[src/hdl/heightmap_normal_generator_macros.svh]
// assertion macros shared by the heightmap normal generator
// expects i_clk and i_rst_n in the scope of use
`ifndef HEIGHTMAP_NORMAL_GENERATOR_MACROS_SVH
`define HEIGHTMAP_NORMAL_GENERATOR_MACROS_SVH

// property sampled on the rising clock, muted while reset is low
`define HNG_ASSERT(lbl, prop, msg) \
    lbl: assert property (@(posedge i_clk) disable iff (!i_rst_n) prop) else $error(msg);

// implication checked in the cycle after the antecedent, muted while reset is low
`define HNG_ASSERT_NEXT(lbl, ante, cons, msg) \
    lbl: assert property (@(posedge i_clk) disable iff (!i_rst_n) (ante) |=> (cons)) \
        else $error(msg);

`endif

[src/hdl/hng_pkg.sv]
// shared types and constants of the heightmap normal generator
// no dependencies
package hng_pkg;

    localparam int MAX_SIZE   = 1024;
    localparam int ADDR_W     = $clog2(MAX_SIZE);
    localparam int HEIGHT_W   = 16;
    localparam int GRID_W     = 11;
    localparam int COEF_W     = 16;
    localparam int NORM_W     = 16;
    localparam int CFG_IDX_W  = 2;
    localparam int CFG_DATA_W = 16;
    localparam int OUT_DATA_W = 72;

    localparam logic [CFG_IDX_W-1:0] REG_GRID_SIZE    = 2'd0;
    localparam logic [CFG_IDX_W-1:0] REG_HEIGHT_SCALE = 2'd1;
    localparam logic [CFG_IDX_W-1:0] REG_CELL_SIZE    = 2'd2;

    localparam logic [GRID_W-1:0] GRID_RESET  = 11'd1024;
    localparam logic [COEF_W-1:0] SCALE_RESET = 16'd256;
    localparam logic [COEF_W-1:0] CELL_RESET  = 16'd1024;

    // which grid point an item finishes
    typedef enum logic [1:0] {
        EMIT_NONE,
        EMIT_ABOVE,
        EMIT_LEFT,
        EMIT_SELF
    } t_emit;

    // row buffer read window offset
    typedef enum logic [1:0] {
        OFS_LO,
        OFS_MID,
        OFS_HI
    } t_rd_ofs;

    typedef struct packed {
        logic    take;
        t_rd_ofs rd_ofs;
        logic    capture;
        logic    wr;
        logic    load_op;
        t_emit   emit;
        logic    out_load;
        logic    out_last;
        logic    advance;
    } t_cmd;

    typedef struct packed {
        logic has_above;
        logic has_left;
        logic has_self;
        logic norm_busy;
    } t_stat;

endpackage

[src/hdl/hng_ctrl.sv]
// controller: item sequencing, result order and output handshake
// depends on hng_pkg
module hng_ctrl import hng_pkg::*; (
    input  logic  i_clk,
    input  logic  i_rst_n,
    input  logic  i_s_valid,
    output logic  o_s_ready,
    output logic  o_m_valid,
    input  logic  i_m_ready,
    input  t_stat i_stat,
    output t_cmd  o_cmd
);

    typedef enum logic [2:0] {
        ST_IDLE, ST_RD0, ST_RD1, ST_RD2, ST_RD3, ST_SEL, ST_WAIT, ST_ADV
    } t_state;

    t_state r_state;
    t_emit  r_emit;
    logic   r_out_valid;
    t_emit  w_first, w_next;
    logic   w_out_free, w_accept;

    function automatic t_emit f_after(input t_emit e, input t_stat s);
        t_emit n;
        n = EMIT_NONE;
        case (e)
            EMIT_ABOVE: n = s.has_left ? EMIT_LEFT : (s.has_self ? EMIT_SELF : EMIT_NONE);
            EMIT_LEFT:  n = s.has_self ? EMIT_SELF : EMIT_NONE;
            default:    n = EMIT_NONE;
        endcase
        return n;
    endfunction

    assign w_first    = i_stat.has_above ? EMIT_ABOVE : f_after(EMIT_ABOVE, i_stat);
    assign w_next     = f_after(r_emit, i_stat);
    assign w_out_free = !r_out_valid || i_m_ready;
    assign w_accept   = (r_state == ST_IDLE) && i_s_valid;

    always_comb begin
        o_cmd          = '0;
        o_cmd.take     = w_accept;
        o_cmd.emit     = r_emit;
        o_cmd.out_last = (w_next == EMIT_NONE);
        unique case (r_state)
            ST_RD0: o_cmd.rd_ofs = OFS_LO;
            ST_RD1: begin
                o_cmd.rd_ofs  = OFS_MID;
                o_cmd.capture = 1'b1;
            end
            ST_RD2: begin
                o_cmd.rd_ofs  = OFS_HI;
                o_cmd.capture = 1'b1;
            end
            ST_RD3: begin
                o_cmd.capture = 1'b1;
                o_cmd.wr      = 1'b1;
            end
            ST_SEL:  o_cmd.load_op  = (r_emit != EMIT_NONE);
            ST_WAIT: o_cmd.out_load = !i_stat.norm_busy && w_out_free;
            ST_ADV:  o_cmd.advance  = 1'b1;
            default: ;
        endcase
    end

    always_ff @(posedge i_clk) begin
        if (!i_rst_n) begin
            r_state     <= ST_IDLE;
            r_emit      <= EMIT_NONE;
            r_out_valid <= 1'b0;
        end else begin
            if (o_cmd.out_load)  r_out_valid <= 1'b1;
            else if (i_m_ready)  r_out_valid <= 1'b0;

            unique case (r_state)
                ST_IDLE: if (w_accept) r_state <= ST_RD0;
                ST_RD0:  r_state <= ST_RD1;
                ST_RD1:  r_state <= ST_RD2;
                ST_RD2:  r_state <= ST_RD3;
                ST_RD3: begin
                    r_emit  <= w_first;
                    r_state <= ST_SEL;
                end
                ST_SEL: begin
                    r_state <= (r_emit == EMIT_NONE) ? ST_ADV : ST_WAIT;
                end
                ST_WAIT: begin
                    if (o_cmd.out_load) begin
                        r_emit  <= w_next;
                        r_state <= ST_SEL;
                    end
                end
                ST_ADV:  r_state <= ST_IDLE;
                default: r_state <= ST_IDLE;
            endcase
        end
    end

    assign o_s_ready = (r_state == ST_IDLE);
    assign o_m_valid = r_out_valid;

endmodule

[config.mk]
export PLATFORM = sky130hd
export DESIGN_NAME = hng_ctrl
export DESIGN_NICKNAME = d
export VERILOG_FILES = /design/src/hdl/heightmap_normal_generator_macros.svh /design/src/hdl/hng_pkg.sv /design/src/hdl/hng_ctrl.sv
export SDC_FILE = /design/constraint.sdc
export NUM_CORES = 1
export LEC_CHECK = 0
export ABC_AREA = 1
export BUFFER_PORTS_ARGS = -buffer_cell sky130_fd_sc_hd__buf_2
export CELL_PAD_IN_SITES_DETAIL_PLACEMENT = 0
export CELL_PAD_IN_SITES_GLOBAL_PLACEMENT = 1
export CORE_UTILIZATION = 28
export CTS_CLUSTER_DIAMETER = 50
export CTS_CLUSTER_SIZE = 10
export DETAILED_ROUTE_END_ITERATION = 8
export PLACE_DENSITY = 0.82
export SYNTH_ARGS = -nofsm -noshare
export SYNTH_HDL_FRONTEND = slang
export SYNTH_SLANG_ARGS = --single-unit
[constraint.sdc]
create_clock -name i_clk -period 1.53 [get_ports i_clk]
set_clock_uncertainty 0.1 [all_clocks]
set_input_delay 0.2295 -clock i_clk [delete_from_list [all_inputs] [get_ports i_clk]]
set_output_delay 0.2295 -clock i_clk [all_outputs]
set_load 0.03 [all_outputs]
==> impl_metrics.json <==
{
  "rsz0062_at_grt": "true",
  "r2r_end": "r_emit[1]",
  "grt_pass1_vias": 514,
  "antenna_found_initial": 0,
  "status": "finished with violations",
  "ys_seq_area_frac": 0.2533,
  "placed_cell_area_um2": 623.1,
  "ioPinCount": 21,
  "worst-setup-path-type": "reg -> out",
  "final_common_cell": "buf_4",
  "synth_area_um2": 474.2,
  "drv_cap": 0,
  "htree_num_levels": 1,
  "irDropWorstVdd_mv": 0.3222,
  "final_hold_viol_count": 0,
  "layout_common_cells": "buf_4, buf_2, inv_1, nand2_1, nor2_1",
  "gp_congestion": 0.7418,
  "antenna_left": 0,
  "ys_ff_latch": 6,
  "pwr_density_cell_nw_per_um2": 717.4,
  "syn_inst": 78,
  "grt_usage": 0.1405,
  "fin_area_um2": 825.8,
  "violations": "negative setup slack",
  "start_util": 0.3076,
  "slew_headroom": 0.7717,
  "cts_hold_buffers": 0,
  "cts_tree": "yes",
  "setup_viol": 1,
  "drive_gt1_frac": 0.5741,
  "cp-endpoint": "o_cmd[1]",
  "critPathLaunch": "r_emit[0]",
  "tightestPinTransition_ns": 0.3389,
  "rows": 14,
  "whs_ns": 0.1392,
  "avgSynthCellArea_um2": 6.080,
  "viasPerCell": 4.621,
  "cp.required_ns": 1.20,
  "post-place-ws_ns": 0.1225,
  "slew_violations": 0,
  "drcViolationCount": 0,
  "total_power_mw": 0.5924,
  "wl_per_cell_um": 10.13,
  "clock-root-buffer": "clkbuf_4",
  "dp.final_hpwl_um": 919.1,
  "crit_path_start_kind": "register",
  "coreArea_um2": 1541,
  "dr.pass1.iters": 4,
  "diodes": 0,
  "r2r_slack_ns": 0.12,
  "clkTransAtPathRegs_ns": 0.04,
  "cts.sinks": 6,
  "area_growth_pct": 74.14,
  "timing.rr.start": "r_emit[0]",
  "drtIter0Drc": 7,
  "finalWorstSetupSlack_ns": -0.01515,
  "routed_wl_um": 1256,
  "grt_max_degree": 9,
  "die_w_um": 43.16,
  "grt_pass1_wl_um": 2049,
  "via_count": 573,
  "io_buffer_count": 20,
  "clockBufferDepth": 2,
  "die_h_um": 43.16,
  "yosys_warnings": 0,
  "clk_latency_ns": 0.23,
  "nets": 121,
  "worstPathArrival_ns": 1.22,
  "cts_buffers": 3,
  "end_kind": "primary output",
  "dieArea_um2": 1862,
  "grt_overflow": 0,
  "reg2reg_depth": 10,
  "fin_setup_tns_ns": -0.01515,
  "fin_crit_sh": 1.010,
  "yosysUniqueCellTypes": 18,
  "fmax_mhz": 647.2,
  "synth_nets": 89,
  "crit_fanout": 3,
  "min_period_ns": 1.545,
  "leakagePower_nw": 0.4196,
  "hold_path.class": "in -> reg"
}
power breakdown:
group	leakage [nW]	switching [mW]	internal, mW
logic	0.354	0.154	0.112
clock network	0.0138	0.0499	0.0883
registers	0.0514	0.0183	0.169
total	0.420	0.222	0.370
per-layer routing:
metal	vias up	wire, µm	track usage
met3	0	46	0.02979
met5	-	0	0
met2	16	618	0.2179
met1	258	592	0.1881
li1	299	-	-
met4	0	0	0.05455
logic make-up after synthesis:
group | Yosys count | synth area share
compound gates | 8 | 0.08442
fa+ha+maj | 3 | 0.07916
buf+inv | 19 | 0.1768
flops | 6 | 0.2533
simple gates | 42 | 0.4063
critical path: stages (launching register included):
cell,delay [ns]
dfxtp_2,0.34
inv_4,0.05
ha_4,0.27
inv_4,0.03
nor2_4,0.09
nand2_2,0.06
buf_6,0.13
per-stage QoR:
stage | instances | util
final | 124 | 0.5357
after global routing | 124 | 0.5357
after CTS | 123 | 0.4619
after floorplan | 78 | -
after detailed placement | 115 | 0.4042
after global placement | 115 | 0.4042
cell usage after synthesis:
master   count  area share
inv_2        1      0.0079
nor3_1       2       0.021
inv_1       15        0.12
nor2_4       1       0.024
nor4_1       2       0.026
buf_2        1       0.011
nor3_2       1       0.021
o21ai_0      3       0.032
o21ai_1      2       0.021
nand2_1     14        0.11
nor2_1      13        0.10
dfxtp_1      6        0.25
buf_4        1       0.016
a21oi_1      3       0.032
nand2_2      2       0.026
buf_6        1       0.024
ha_1         3       0.079
nand3_1      7       0.074
flip-flops by register name, indices dropped and copies added (netlist names):
| name | count |
|---|---|
| o_m_valid | 1 |
| r_emit | 2 |
| r_state | 3 |
what timing repair did:
item | 4_1_cts | 5_1_grt
pin swaps | 3 | 7
endpoints found under the setup margin | 7 | 10
resized for setup | 12 | 36
setup buffers | 5 | 2
how the worst min path moves through the flow:
stage               startpoint         to  cells after the start
finish                 i_rst_n  o_m_valid                      3
global placement       i_rst_n  o_m_valid                      3
CTS                    i_rst_n  o_m_valid                      3
global route           i_rst_n  r_emit[0]                      3
detailed placement     i_rst_n  o_m_valid                      3
floorplan              i_rst_n  o_m_valid                      2
layout make-up:
class	instances	area, µm²
clock buffers	3	22.52
fillers	150	715.7
inverters	16	67.56
multi-input cells	53	365.4
flip-flops and latches	6	130.1
well taps	16	20.02
repair buffers	30	220.2
No activity file was read; power rests on OpenSTA's default activity.
